==> src/sacl_pkg.sv <==
// Shared types and constants for the set-associative cache tag store.
`default_nettype none

package sacl_pkg;

    localparam int ADDR_W      = 9;
    localparam int SETS        = 4;
    localparam int WAYS        = 2;
    localparam int BLOCK_BYTES = 8;

    localparam int OFF_W   = $clog2(BLOCK_BYTES);
    localparam int SET_W   = $clog2(SETS);
    localparam int WAY_W   = $clog2(WAYS);
    localparam int TAG_W   = ADDR_W - OFF_W - SET_W;
    localparam int ENTRY_W = 3;
    localparam int CNT_W   = 32;

    localparam int CAC_W = 8;
    localparam int MAC_W = 10;
    localparam logic [CAC_W-1:0] CAC_RESET = CAC_W'(1);
    localparam logic [MAC_W-1:0] MAC_RESET = MAC_W'(100);

    localparam int PADDR_W = 3;
    localparam int PDATA_W = 32;

    // register index, taken from paddr[2]
    localparam logic REG_CACHE_COST  = 1'b0;
    localparam logic REG_MEMORY_COST = 1'b1;

    typedef struct packed {
        logic [TAG_W-1:0] tag;
        logic [CNT_W-1:0] stamp;
    } way_entry_t;

    typedef way_entry_t [WAYS-1:0] row_t;

    typedef struct packed {
        logic             hit;
        logic [WAY_W-1:0] way;
    } way_sel_t;

endpackage

`default_nettype wire

==> src/sacl_way_sel.sv <==
// Tag match across the ways of one set and replacement way choice.
`default_nettype none

module sacl_way_sel import sacl_pkg::*; (
    input  wire row_t             row,
    input  wire logic [WAYS-1:0]  valid,
    input  wire logic [TAG_W-1:0] tag,
    output way_sel_t              sel
);

    logic             hit;
    logic [WAY_W-1:0] hit_way;
    logic             any_free;
    logic [WAY_W-1:0] free_way;
    logic [WAY_W-1:0] old_way;
    logic [CNT_W-1:0] old_stamp;

    always_comb
    begin
        hit      = 1'b0;
        hit_way  = '0;
        any_free = 1'b0;
        free_way = '0;
        for (int w = WAYS - 1; w >= 0; w--)
        begin
            if (valid[w] && row[w].tag == tag)
            begin
                hit     = 1'b1;
                hit_way = WAY_W'(w);
            end
            if (!valid[w])
            begin
                any_free = 1'b1;
                free_way = WAY_W'(w);
            end
        end

        // strict less-than: ties stay with the lower way
        old_way   = '0;
        old_stamp = row[0].stamp;
        for (int w = 1; w < WAYS; w++)
        begin
            if (row[w].stamp < old_stamp)
            begin
                old_way   = WAY_W'(w);
                old_stamp = row[w].stamp;
            end
        end

        sel.hit = hit;
        if (hit)
        begin
            sel.way = hit_way;
        end
        else if (any_free)
        begin
            sel.way = free_way;
        end
        else
        begin
            sel.way = old_way;
        end
    end

endmodule

`default_nettype wire

==> config.mk <==
export PLATFORM = sky130hd
export DESIGN_NAME = sacl_way_sel
export DESIGN_NICKNAME = d
export VERILOG_FILES = /design/src/sacl_pkg.sv /design/src/sacl_way_sel.sv
export SDC_FILE = /design/constraint.sdc
export NUM_CORES = 1
export LEC_CHECK = 0
export ABC_AREA = 0
export BUFFER_PORTS_ARGS = -buffer_cell sky130_fd_sc_hd__clkbuf_2
export CAP_MARGIN = 30
export CORE_ASPECT_RATIO = 1.5
export CORE_MARGIN = 4
export CORE_UTILIZATION = 36
export DETAILED_ROUTE_END_ITERATION = 7
export PLACE_DENSITY_LB_ADDON = 0.3
export SYNTH_ARGS = -nofsm -noshare
export SYNTH_HDL_FRONTEND = slang
export SYNTH_SLANG_ARGS = --single-unit
export TNS_END_PERCENT = 100
==> constraint.sdc <==
create_clock -name vclk -period 1.21
set_input_delay 0.0605 -clock vclk [all_inputs]
set_output_delay 0.0605 -clock vclk [all_outputs]
set_load 0.02 [all_outputs]
======== Word level (Yosys, flattened, before mapping) ========
Cells that the tools add are included.
Widths: inputs -> output; s select.
operators by class
  multiplexer cells ....................... 9
  reduce and logical (&&, ||, !) cells .... 2
  $lt $le $gt $ge ......................... 1
  equality and inequality tests ........... 2
operators by type and width
  operator           number
  $lt 32x32->1       1
  $mux 1             9
  $eq 4x4->1         2
  $logic_and 1x1->1  2
word-level totals
  output and inout bits ................... 2
  input port bits ......................... 78
  flip-flop bits (word level) ............. 0

======== Logic depth before layout (Yosys ltp) ========
  word-level depth ........................ 5
  mapped depth ............................ 7

======== Least setup slack after synthesis ========
OpenSTA, ideal clock, no wires.
  path kind ............................... input -> output
  start ................................... input row[23] in the netlist's numbering
  end ..................................... output sel[0] in the netlist's numbering
  slack ................................... -237 ps
  arrival ................................. 1,387 ps
  required time ........................... 1,150 ps
  stages on the path ...................... 7
  path buffers ............................ 0
  cells stage by stage .................... inv_1 ha_1 a21oi_1 o21a_1 o21ai_0 a2111oi_2 a32o_1
RTL lines
  what         line               text
  from (decl)  sacl_way_sel.sv:5  input wire row_t row,
  to (decl)    sacl_way_sel.sv:8  output way_sel_t sel

==> impl_metrics.csv <==
group,metric,value,unit
sta,slew_headroom,80.52,%
floorplan,coreArea,2422,sq um
setup_path,required,1.15,ns
placed_design,io_buffers,80,
power_and_ir_drop,power.share.combinational,100.0,%
run_status,outcome,"finished with violations",
power_and_ir_drop,p_leak,0.0009203,uW
sta,tns,-0.2997,ns
power_and_ir_drop,power_frac_seq,0,%
setup_path,path_class,"in -> out",
sta,drv_slew,0,
sta,grt_setup_unrepaired,"yes",
power_and_ir_drop,intPower,287.2,uW
setup_path,path_cells,"buf_6 > inv_4 > ha_4 > nand4_1 > nor4_2 > o211ai_1 > a32o_2 > buf_6",
setup_path,critPathArrivalTime,1.45,ns
sta,tightest_slew,0.2917,ns
layout,register_area,0,sq um
floorplan,rows,22,
run_status,violations,"setup timing",
setup_path,cp_common_cell,"buf_6",
sta,hold_slack,0.4866,ns
layout,diodes,0,
drt,wl,2605,um
drt,viasPerCell,5.050,
drt,vias,1202,
placed_design,place_congestion,0.7203,
sta,finalHoldViolCount,0,
drt,wl_per_cell,10.95,um
flow_run,drv_cap,0,
floorplan,die-area,3403,sq um
layout,seq_cell_count,0,
grt,antenna_found_initial,0,
placed_design,hpwl,2484,um
grt,grt_max_degree,4,
layout,fin_nets,325,
synth,synth_area_per_cell,7.032,sq um
clocking,cts_hold_buf,0,
setup_path,cp_slowest_stage_delay,0.35,ns
setup_path,worst_path_max_delay_cell,"nor4_2",
drt,first_pass_iters,2,
sta,fmax,0.6624,GHz
synth,netlist.area_leader.share,42.76,%
grt,grt_pass1_vias,1205,
grt,grt.total_usage,14.74,%
setup_path,cp-end-kind,"primary output",
synth,ys_seq_area_share,0,%
setup_path,startpoint_type,"input port",
power_and_ir_drop,clock_power_share,0,%
setup_path,cp_max_fo,3,
sta,setup_viol,1,
power_and_ir_drop,swShare,43.99,%
floorplan,pin_count,80,
floorplan,initial_core_util,37.45,%
synth,yosys_warnings,0,
worst_hold_path,hold_class,"in -> out",
power_and_ir_drop,power_density,316.9,nW/um^2
floorplan,die_h,69.48,um
grt,grt_pass1_wl,4436,um
drt,drc,0,
layout,num-fill-cells,229,
synth,synth_fp_nets,238,
synth,synth_area_leaders,"ha_1 43%, inv_1 14%, a21oi_1 7.2%",
layout,area_delta_synth_final,78.34,%
layout,utilization,66.79,%
sta,fin_crit,1.510,ns
power_and_ir_drop,power.switching,225.5,uW
floorplan,die_w,48.99,um
layout,layout-drive-gt1-share,55.14,%
setup_path,path_buf_inv,3,
synth,synth.distinct_cells,25,
synth,synth_top_area_cell,"ha_1",
synth,syn_area,907.1,sq um
power_and_ir_drop,max-vdd-ir-drop,0.0001744,V
drt,ant_nets,0,
synth,synth_cells,129,
sta,post-route-period-util,124.8,%
sta,layout_setup_ws,-0.2997,ns
grt,grt.overflow.total,0,
setup_path,cp_top_family,"simple AND/OR/NAND/NOR gates",
drt,drt_iter0_markers,3,
layout,clock_buffers,0,
==> layout make-up <==
cell class / count / area [sq um] / share of cell area, %
inverter: 35 / 138.9 / 8.585
multi-input combinational: 93 / 959.7 / 59.32
timing repair buffer: 86 / 489.2 / 30.24
tap: 24 / 30.03 / 1.856
==> cells in the mapped netlist, types with 3 or more instances <==
master and instances:
nand2_1 7, ha_1 31, inv_1 35, a21o_1 3, nand4_1 6, a21oi_1 13
o21ai_0 6, xor2_1 4, nand2b_1 3
==> cell families (layout without fill, tap and decap cells) <==
kind of cell | count (synthesis) | in the layout | synth area share [%]
compound gates | 31 | 31 | 21.66
xor+xnor | 5 | 5 | 4.827
fa+ha+maj | 31 | 31 | 42.76
buf+inv | 36 | 121 | 15.31
simple gates | 26 | 26 | 15.45
==> tightest hold or removal path, cell delays in order <==
cell and delay (ns):
clkbuf_2 0.09, nand2_1 0.07, nand2_1 0.05, clkbuf_2 0.15
==> power by group through the flow <==
stage | combinational (uW) | clock (uW) | sequential (uW)
final | 513 | 0 | 0
after global routing | 590 | 0 | 0
after CTS | 491 | 0 | 0
after detailed placement | 487 | 0 | 0
after global placement | 467 | 0 | 0
after floorplan | 277 | 0 | 0
==> final timing paths <==
check  startpoint     end  slack, ns  depth (start not counted)
max       row[31]  sel[0]      -0.30                          8
min      valid[0]  sel[1]       0.49                          4
==> metal layers <==
metal  share of wire (%)  track usage, %  up-vias
li1                    -               -      621
met2                  57           30.67       52
met4                0.81          0.8982        0
met5                   0               0        -
met3                 8.3           1.290        2
met1                  34           15.76      527
==> stage by stage <==
step / power (uW) / instance area, sq um / std cells / setup slack [ns]
after floorplan: 276.6 / 1085 / 129 / -0.01822
after global placement: 467.0 / 1545 / 237 / -0.3146
after detailed placement: 487.1 / 1545 / 237 / -0.3323
after CTS: 490.8 / 1545 / 237 / -0.3479
after global routing: 590.3 / 1618 / 238 / -0.4179
final: 512.7 / 1618 / 238 / -0.2997
==> cell usage in the layout, fill, tap and decap left out, types with 2 or more instances in the layout <==
master     instances
nand4_1            6
nor2_1             2
o21a_1             2
buf_4              6
o21ai_1            2
xor2_1             4
inv_1             24
clkbuf_2          73
a21oi_2            4
a21oi_1            9
ha_1              20
ha_4              11
nand3_1            2
a2111oi_2          2
o21ai_0            4
nand2_1            7
nand2b_1           3
nor4_2             2
inv_2              9
a21o_1             3
buf_6              7
==> timing repair <==
item,CTS,global route
pin swaps,0,7
setup endpoints to repair,1,2
setup buffers,0,1
gates resized for setup,0,14
Note: power is estimated with default switching activity, not from simulation.
