<file path="src/sacl_ram.sv">
// Generic single-port-write, single-port-read RAM with registered read data.
`default_nettype none

module sacl_ram #(
    parameter int WIDTH = 8,
    parameter int DEPTH = 4
) (
    input  wire logic                                 clk,
    input  wire logic                                 we,
    input  wire logic [(DEPTH > 1 ? $clog2(DEPTH) : 1)-1:0] waddr,
    input  wire logic [WIDTH-1:0]                     wdata,
    input  wire logic                                 re,
    input  wire logic [(DEPTH > 1 ? $clog2(DEPTH) : 1)-1:0] raddr,
    output logic      [WIDTH-1:0]                     rdata
);

    logic [WIDTH-1:0] mem [DEPTH];

    always_ff @(posedge clk)
    begin
        if (we)
        begin
            mem[waddr] <= wdata;
        end
        if (re)
        begin
            rdata <= mem[raddr];
        end
    end

endmodule

`default_nettype wire

</file>
<file path="config.mk">
export PLATFORM = sky130hd
export DESIGN_NAME = sacl_ram
export DESIGN_NICKNAME = d
export VERILOG_FILES = /design/src/sacl_ram.sv
export SDC_FILE = /design/constraint.sdc
export NUM_CORES = 1
export LEC_CHECK = 0
export ABC_AREA = 1
export BUFFER_PORTS_ARGS = -buffer_cell sky130_fd_sc_hd__buf_2
export CAP_MARGIN = 15
export CORE_MARGIN = 2
export CORE_UTILIZATION = 55
export CTS_BUF_LIST = sky130_fd_sc_hd__clkbuf_4 sky130_fd_sc_hd__clkbuf_8
export CTS_CLUSTER_SIZE = 24
export DETAILED_ROUTE_END_ITERATION = 7
export PLACE_DENSITY = 0.79
export SYNTH_ARGS = -nofsm -noshare
export SYNTH_HDL_FRONTEND = slang
export SYNTH_SLANG_ARGS = --single-unit
</file>
<file path="constraint.sdc">
create_clock -name clk -period 2.3 [get_ports clk]
set_clock_uncertainty 0.1 [all_clocks]
set_input_delay 0 -clock clk [delete_from_list [all_inputs] [get_ports clk]]
set_output_delay 0 -clock clk [all_outputs]
set_load 0.01 [all_outputs]
</file>
# --- Yosys cells after proc, flatten, opt, wreduce, memory -nomap -nowiden ---
# Memories as Yosys holds them, arrays and structs flattened. A register that Yosys moved wholly into a read port is not among the register bits.
# Index checks and enable logic that the tools add are counted.
classes:
  n_mux: 2
ops:
  columns: ["cell", "n"]
  rows:
  - ["$mux W1", 2]
word_totals:
  reg_bits: 0
  ram_bits: 32
  out_inout_bits: 8
  word_cells: 3
  n_memories: 1
mem_list:
  columns: ["memory", "words", "width", "rd", "rd_ports_with_merged_regs", "write_ports", "line", "source"]
  rows:
  - ["mem", 4, 8, 1, 1, 1, "17", "logic [WIDTH-1:0] mem [DEPTH];"]

# --- Depth between registers and ports, before layout ---
# Gate-level depths: netlist of the first run.
depth:
  word_depth: 2
  depth_mapped: 6

# --- Worst setup path before layout of the first run ---
# No wires, ideal clock.
synth_path:
  path_kind: "input -> register"
  startpoint: "in waddr[0] in the netlist's numbering"
  endpoint: "mem mem[3][0] (enable)"
  setup_time_ps: 383
  arrival_time_ps: 680
  required_time_ps: 1817
  slack_ps: 1137
  stages: 2
  n_path_buf: 0
  cell_sequence: "inv_1 > nor3_1"
synth_rtl:
  columns: ["item", "line", "source"]
  rows:
  - ["from (decl)", "10", "input wire logic [(DEPTH > 1 ? $clog2(DEPTH) : 1)-1:0] waddr,"]
  - ["to (decl)", "17", null]
# No word-level cell before the write port.

==> results.toml, run 1 <==
[sta]
final.min_clock_period_ns = 1.10
report.final.setup_viol = 0
setup_tns_ns = 0
rsz0062_at_grt = "no"
hold_viol_final = 0
worst_pin_slew_ns = 0.340
maxSlewHeadroom = 0.773
slew_viol_final = 0
max_freq_ghz = 0.908
fin_crit_sh = 0.479

[floorplan]
initial_core_util = 0.585
fp-row-count = 19
dieArea_um2 = 3410
core_area_um2 = 2780
io_pins = 23
die_w_um = 58.4
die_y_um = 58.4

[drt]
wl_per_cell_um = 13.4
vias_per_cell = 4.95
drc_errors = 0
ant_nets = 0
drtIter0Drc = 49
vias = 1044
dr.pass1.iters = 4
wl_um = 2830

[critical_path]
cp.arrival_ns = 1.12
critPathLaunchType = "input pin"
critical_path_class = "input pin to flip-flop"
worst_ep_required_time_ns = 2.32
worstPathMaxFanout = 9
endpoint_kind = "flip-flop"

[yosys]
ys_seq_area_frac = 0.738
syn_inst = 141
ys_ff_latch = 40
synth_common_cells = "edfxtp_1, nand2_1, inv_1"
synth_area_per_cell_um2 = 11.5
ys.flop_type = "edfxtp_1"
synthArstFlopShare = 0
synth_edf_count = 40
yosys.area.top_type = "edfxtp_1"
synthDistinctLibCells = 9
syn-cell-area_um2 = 1630
synth_top_area_share = 0.738
syn_nets = 156
synth.area.top_cells = "edfxtp_1, nand2_1, inv_1, nand3_1, buf_6"
ys_warn_count = 0

[placed_design]
numPortBuffers = 22
routabilityCongestion = 0.696
dpl-instance-area_um2 = 1770
place_hpwl_um = 1900

[global_routing]
grt_pass1_wl_um = 4640
antenna_found_initial = 0
grt_max_degree = 18
grtUsageTotal = 0.191
grt_pass1_vias = 1118
gr-total-overflow = 0

[clocking]
cts-root-buf = "clkbuf_4"
numCtsBuffers = 5
cts.path.max_buffers = 2
clkTransAtPathRegs_ns = 0.12
htree_levels = 2
cts_tree = "yes"
clkLatencyLatePin_ns = 0.35
cts.sinks = 40
cts_resized = 0

[layout]
fin_area_um2 = 1970
syn_to_final_growth_pct = 21.0
num_antenna_cells = 0
drive_above_1_share = 0.189
nets = 195

[power]
peakVddDrop_v = 0.000954
p_per_area_nw_per_um2 = 773
p_leak_uw = 0.000909

[hold_path]
hold_class = "input pin to flip-flop"

[job]
max_cap_violations = 0

[outcome]
outcome = "finished clean"
==> state kept, by name, summed over array words and instances, names as in the netlist <==
signal  cells
mem        32
rdata       8
==> cell type report <==
| type | instances | area [um2] |
|---|---|---|
| Fill cell | 199 | 812 |
| Timing Repair Buffer | 36 | 240 |
| Tap cell | 31 | 38.8 |
| Sequential cell | 40 | 1200 |
| Multi-Input combinational cell | 60 | 250 |
| Inverter | 37 | 141 |
| Clock inverter | 2 | 60.1 |
| Clock buffer | 5 | 37.5 |
==> cells in the final DEF, fill, tap and decap left out <==
cell type / instances
nand2_1: 40
edfxtp_1: 40
inv_1: 36
buf_2: 22
nand3_1: 16
dlygate4sd3_1: 10
clkbuf_4: 5
nor3_1: 4
buf_4: 4
bufinv_16: 2
inv_4: 1
==> power by group <==
group / total (uW) / internal (uW) / switching [uW]
clock network: 548 / 333 / 216
logic: 119 / 48.2 / 70.3
registers: 855 / 846 / 9.06
==> worst paths after layout <==
kind	to	from	slack [ns]	depth (start not counted)
worst max-delay path	rdata[7]	raddr[1]	1.20	5
worst min-delay path	mem[2][6]	waddr[0]	0.04	3
worst max register to register	rdata[0]	mem[1][0]	1.32	4
worst min register to register	rdata[1]	mem[3][1]	0.53	4
==> per-stage QoR <==
| step | instances | hold slack, ns | total power [uW] | utilization | worst slack, ns |
|---|---|---|---|---|---|
| floorplan | 141 | -0.00113 | 932 | - | 1.14 |
| global placement | 194 | 0.108 | 969 | 0.637 | 1.36 |
| detailed placement | 194 | 0.118 | 978 | 0.637 | 1.31 |
| CTS | 211 | 0.0268 | 1530 | 0.708 | 1.21 |
| global route | 211 | 0.0442 | 1570 | 0.708 | 1.16 |
| finish | 211 | 0.0354 | 1520 | 0.708 | 1.20 |
==> worst max-delay path, stage by stage <==
cell and delay, ns:
dlygate4sd3_1 0.52, buf_2 0.22, inv_1 0.19, nand3_1 0.13
nand2_1 0.06
==> repair_timing <==
| action | CTS | global route |
|---|---|---|
| setup buffers | 0 | 0 |
| hold endpoints to repair | 44 | 0 |
| hold buffers | 10 | 0 |
==> logic make-up (layout without fill, tap and decap cells) <==
family,after synthesis,in the layout,share of synthesized area
buffers and inverters,41,80,0.108
flip-flops,40,40,0.738
AND/OR/NAND/NOR,60,60,0.154
==> routing by layer <==
layer	routed length [um]	vias to the layer above	global-route usage	part of all wire
li1	-	525	-	-
met1	1100	475	0.209	0.39
met2	1490	37	0.343	0.52
met3	207	7	0.0637	0.073
met4	42	0	0.0664	0.015
met5	0	-	0	0
(Power assumes the default switching activity.)
==> run 2: changes to the inputs <==
==> constraint.sdc (replaced) <==
create_clock -name clk -period 1.1 [get_ports clk]
set_clock_uncertainty 0.1 [all_clocks]
set_input_delay 0 -clock clk [delete_from_list [all_inputs] [get_ports clk]]
set_output_delay 0 -clock clk [all_outputs]
set_load 0.01 [all_outputs]
==> run 2 against run 1 <==
  * Worst hold slack improved by 0.0071 ns
  * Routed wire length rose by 0.25%
  * Via count rose by 2.0%
  * Global-route usage rose by 0.66 points
  * Flip-flop and latch count did not move
  * Clock power rose by 33%
  * Critical path depth fell by 1
  * Utilization fell by 1.2 points
  * Worst setup slack got worse by 1.1 ns
  * Cell count rose by 0.47%
  * Sequential power rose by 110%
  * First-iteration DRC count rose by 16%
  * Critical path type is now flip-flop to flip-flop
  * Highest routed layer unchanged
==> results.toml, run 2 (synthesized netlist as in run 1, its figures left out) <==
[layout]
stdcell_count = 212
drive_above_1_share = 0.204
regMostFlops = "mem"
syn_to_final_growth_pct = 18.9
nets = 195
reg_top3 = "mem x32, rdata x8"
num_antenna_cells = 0
largest_reg_flops = 32
mostFrequentLayoutCells = "nand2_1, edfxtp_1, inv_1"

[global_routing]
grtUsageTotal = 0.197
grt_pass1_wl_um = 4720
gr-total-overflow = 0
antenna_found_initial = 0
grt_max_degree = 18
grt_pass1_vias = 1049

[sta]
hold_viol_final = 0
final.min_clock_period_ns = 0.996
max_freq_ghz = 1.00
maxSlewHeadroom = 0.776
worst_slack_ns = 0.104
slew_viol_final = 0
report.final.setup_viol = 0
worst_pin_slew_ns = 0.337
rsz0062_at_grt = "no"
fin_crit_sh = 0.905

[job]
max_cap_violations = 0

[drt]
vias = 1065
wl_um = 2840
ant_nets = 0
wl_per_cell_um = 13.4
drc_errors = 0
vias_per_cell = 5.02
dr.pass1.iters = 4
drtIter0Drc = 57

[floorplan]
fp-row-count = 19
core_area_um2 = 2780
dieArea_um2 = 3410
die_w_um = 58.4
die_y_um = 58.4
io_pins = 23
initial_core_util = 0.585

[critical_path]
endpoint_kind = "flip-flop"
worstRegToRegCells = 4
critPathLaunchType = "flip-flop"
r2r_end = "rdata[4]"
r2r_start = "mem[1][4]"
critical_path_class = "flip-flop to flip-flop"
rrSetupSlack_ns = 0.10
worstPathMaxFanout = 1
cp.arrival_ns = 1.00
worst_ep_required_time_ns = 1.11

[placed_design]
numPortBuffers = 22
post-place-ws_ns = 0.110
routabilityCongestion = 0.678
place_inst = 195
place_hpwl_um = 1870

[power]
p_per_area_nw_per_um2 = 1430
p_leak_uw = 0.000895
peakVddDrop_v = 0.000953
total_power_uw = 2770

[clocking]
numCtsBuffers = 5
cts-root-buf = "clkbuf_4"
cts_tree = "yes"
htree_levels = 2
clkTransAtPathRegs_ns = 0.11
clkLatencyLatePin_ns = 0.35
cts_resized = 0
cts.path.max_buffers = 2
cts.sinks = 40

[hold_path]
min_path_cells = 4
hold_class = "input pin to flip-flop"
min_to = "rdata[0]"
hold_start = "raddr[1]"

[outcome]
outcome = "finished clean"
-- run 2: cell count changes in the layout (fill, tap and decap cells not counted), sizes merged --
cell,before,now
clkbuf,5,7
dlygate4sd3,10,9
buf,26,27
bufinv,2,0
clkinv,0,1
-- run 2: worst max-delay path, stage by stage, from the launching register on --
cell	delay, ns
edfxtp_1	0.38
inv_1	0.07
nand2_1	0.05
nand3_1	0.09
nand2_1	0.06
-- run 2: how the worst max path moves through the flow --
stage	startpoint	endpoint	cells after the start
3_5_place_dp	we	mem[0][5]	4
5_1_grt	mem[1][3]	rdata[3]	4
4_1_cts	rdata[1]	rdata[1]	1
2_1_floorplan	waddr[1]	mem[2][0]	2
3_3_place_gp	raddr[0]	rdata[4]	5
6_report	mem[1][4]	rdata[4]	4
-- run 2: through the flow --
stage | hold slack [ns] | setup TNS, ns | area, um2 | utilization
after detailed placement | 0.117 | 0 | 1790 | 0.643
after global routing | 0.0323 | 0 | 1940 | 0.696
after global placement | 0.108 | 0 | 1790 | 0.643
final | 0.0425 | 0 | 1940 | 0.696
after floorplan | -0.00113 | -0.869 | 1640 | -
after CTS | 0.0220 | 0 | 1940 | 0.696
-- run 2: routing by layer --
layer | routed length, um | part of all wire | vias to the layer above | global-route usage
met5 | 0 | 0 | - | 0
met4 | 53 | 0.019 | 0 | 0.0797
met3 | 142 | 0.050 | 5 | 0.0725
met2 | 1450 | 0.51 | 28 | 0.319
met1 | 1190 | 0.42 | 506 | 0.241
li1 | - | - | 526 | -
-- run 2: layout make-up --
class | count | area [um2]
Clock inverter | 1 | 3.75
Timing Repair Buffer | 36 | 238
Inverter | 37 | 141
Sequential cell | 40 | 1200
Fill cell | 212 | 846
Multi-Input combinational cell | 60 | 260
Clock buffer | 7 | 52.6
Tap cell | 31 | 38.8
-- run 2: report_power, final --
part / switching (uW) / internal, uW / total, uW / leakage (uW)
Sequential: 18.6 / 1770 / 1790 / 0.000373
Combinational: 150 / 102 / 252 / 0.000488
Clock: 436 / 295 / 731 / 0.0000338
Total: 605 / 2160 / 2770 / 0.000895
-- run 2: timing repair --
| action | CTS | global route |
|---|---|---|
| setup buffers | 0 | 0 |
| endpoints found under the hold margin | 40 | 0 |
| hold buffers | 9 | 0 |
==> run 3: changes to the inputs <==
--- a/config.mk
+++ b/config.mk
@@ -6,7 +6,7 @@
 export NUM_CORES = 1
 export LEC_CHECK = 0
 export ABC_AREA = 1
-export BUFFER_PORTS_ARGS = -buffer_cell sky130_fd_sc_hd__buf_2
+export BUFFER_PORTS_ARGS = -buffer_cell sky130_fd_sc_hd__buf_4
 export CAP_MARGIN = 15
 export CORE_MARGIN = 2
 export CORE_UTILIZATION = 55
==> constraint.sdc (replaced) <==
create_clock -name clk -period 1.1 [get_ports clk]
set_clock_uncertainty 0.1 [all_clocks]
set_input_delay 0.055 -clock clk [delete_from_list [all_inputs] [get_ports clk]]
set_output_delay 0.055 -clock clk [all_outputs]
set_load 0.01 [all_outputs]
==> run 3 against run 2 <==
  * Via count up 1.1%
  * Clock power grew 32%
  * Count of clock-buffer cells in the layout shrank 1
  * Worst setup slack got worse by 0.076 ns
  * Power up 9.7%
  * Critical path type is now input pin to flip-flop
  * Global-route usage grew 1.2 points
  * Routed wire length is 9.5% higher
  * Highest routed layer unchanged
  * Worst hold slack improved by 0.033 ns
  * Largest cell class unchanged
  * Register-to-register slack worse by 0.04 ns
==> results.toml, run 3 (synthesized netlist as in run 1, its figures left out) <==
[outcome]
outcome = "finished clean"

[global_routing]
grt_max_degree = 18
antenna_found_initial = 0
grtUsageTotal = 0.209
grt_pass1_vias = 1089
grt_pass1_wl_um = 5050
gr-total-overflow = 0

[drt]
vias = 1077
drtIter0Drc = 27
wl_um = 3110
drc_errors = 0
ant_nets = 0
dr.pass1.iters = 4
vias_per_cell = 5.08
wl_per_cell_um = 14.7

[clocking]
cts-root-buf = "clkbuf_4"
clkLatencyLatePin_ns = 0.34
clkTransAtPathRegs_ns = 0.11
htree_levels = 2
cts.sinks = 40
cts.path.max_buffers = 2
cts_tree = "yes"
cts_resized = 0
numCtsBuffers = 5

[layout]
drive_above_1_share = 0.204
regMostFlops = "mem"
num_antenna_cells = 0
mostFrequentLayoutCells = "nand2_1, edfxtp_1, inv_1"
syn_to_final_growth_pct = 23.9
reg_top3 = "mem x32, rdata x8"
nets = 195
fillCellCount = 189
largest_reg_flops = 32

[critical_path]
r2r_end = "rdata[1]"
worstRegToRegCells = 4
worst_ep_required_time_ns = 1.11
critPathLaunchType = "input pin"
r2r_start = "mem[1][1]"
cp.arrival_ns = 1.08
critical_path_class = "input pin to flip-flop"
endpoint_kind = "flip-flop"
rrSetupSlack_ns = 0.06
worstPathMaxFanout = 9

[hold_path]
hold_start = "waddr[0]"
hold_class = "input pin to flip-flop"
min_to = "mem[2][5]"
min_path_cells = 3

[sta]
report.final.setup_viol = 0
rsz0062_at_grt = "no"
fin_crit_sh = 0.974
worst_pin_slew_ns = 0.251
final.min_clock_period_ns = 1.07
maxSlewHeadroom = 0.832
hold_viol_final = 0
slew_viol_final = 0
max_freq_ghz = 0.933
setup_tns_ns = 0

[power]
p_per_area_nw_per_um2 = 1510
p_leak_uw = 0.000925
total_power_uw = 3040
peakVddDrop_v = 0.00115

[placed_design]
place_hpwl_um = 2030
routabilityCongestion = 0.780
numPortBuffers = 22

[floorplan]
fp-row-count = 19
dieArea_um2 = 3410
die_y_um = 58.4
die_w_um = 58.4
initial_core_util = 0.585
core_area_um2 = 2780
io_pins = 23

[job]
max_cap_violations = 0
==> run 3: cell types whose count changed in the layout (fill, tap and decap cells not counted), sizes merged <==
cell,delta
buf,-1
bufinv,+1
clkbuf,-1
dlygate4sd3,+1
==> run 3: timing repair <==
item | in CTS | in global routing
hold buffers | 10 | 0
setup buffers | 0 | 0
hold endpoints to repair | 46 | 0
==> run 3: power breakdown <==
part | switching [uW] | internal [uW]
Clock | 463 | 501
Sequential | 21.3 | 1770
Combinational | 156 | 128
==> run 3: cell type report <==
| cell class | instances | area, um2 | area share |
|---|---|---|---|
| Clock inverter | 2 | 35.0 | 0.0174 |
| Timing Repair Buffer | 36 | 295 | 0.146 |
| Tap cell | 31 | 38.8 | 0.0192 |
| Clock buffer | 6 | 45.0 | 0.0223 |
| Multi-Input combinational cell | 60 | 260 | 0.129 |
| Inverter | 37 | 141 | 0.0701 |
| Sequential cell | 40 | 1200 | 0.596 |
==> run 3: metrics by stage <==
step                       util  std cells  hold slack (ns)  instance area [um2]  worst slack (ns)
after global routing      0.725        212           0.0645                 2020            0.0120
after floorplan               -        141           0.0539                 1640            -0.113
after CTS                 0.725        212           0.0711                 2020            0.0383
after detailed placement  0.660        194            0.168                 1840             0.105
final                     0.725        212           0.0759                 2020            0.0284
after global placement    0.660        194            0.162                 1840             0.159
==> run 3: critical path, stage by stage <==
cell and delay (ns):
dlygate4sd3_1 0.53, buf_4 0.16, inv_1 0.14, nand3_1 0.14
nand2_1 0.06
==> run 3: routing by layer <==
| metal | global-route usage | part of all wire | wire length, um |
|---|---|---|---|
| met1 | 0.258 | 0.42 | 1290 |
| met2 | 0.335 | 0.50 | 1550 |
| met3 | 0.0747 | 0.060 | 185 |
| met4 | 0.0897 | 0.024 | 73 |
| met5 | 0 | 0 | 0 |
==> run 3: how the worst max path moves through the flow <==
| stage | startpoint | to | slack [ns] |
|---|---|---|---|
| floorplan | waddr[1] | mem[2][0] | -0.11 |
| global placement | waddr[0] | mem[1][5] | 0.16 |
| detailed placement | waddr[0] | mem[1][7] | 0.11 |
| CTS | raddr[1] | rdata[1] | 0.04 |
| global route | raddr[1] | rdata[1] | 0.01 |
| finish | raddr[1] | rdata[1] | 0.03 |
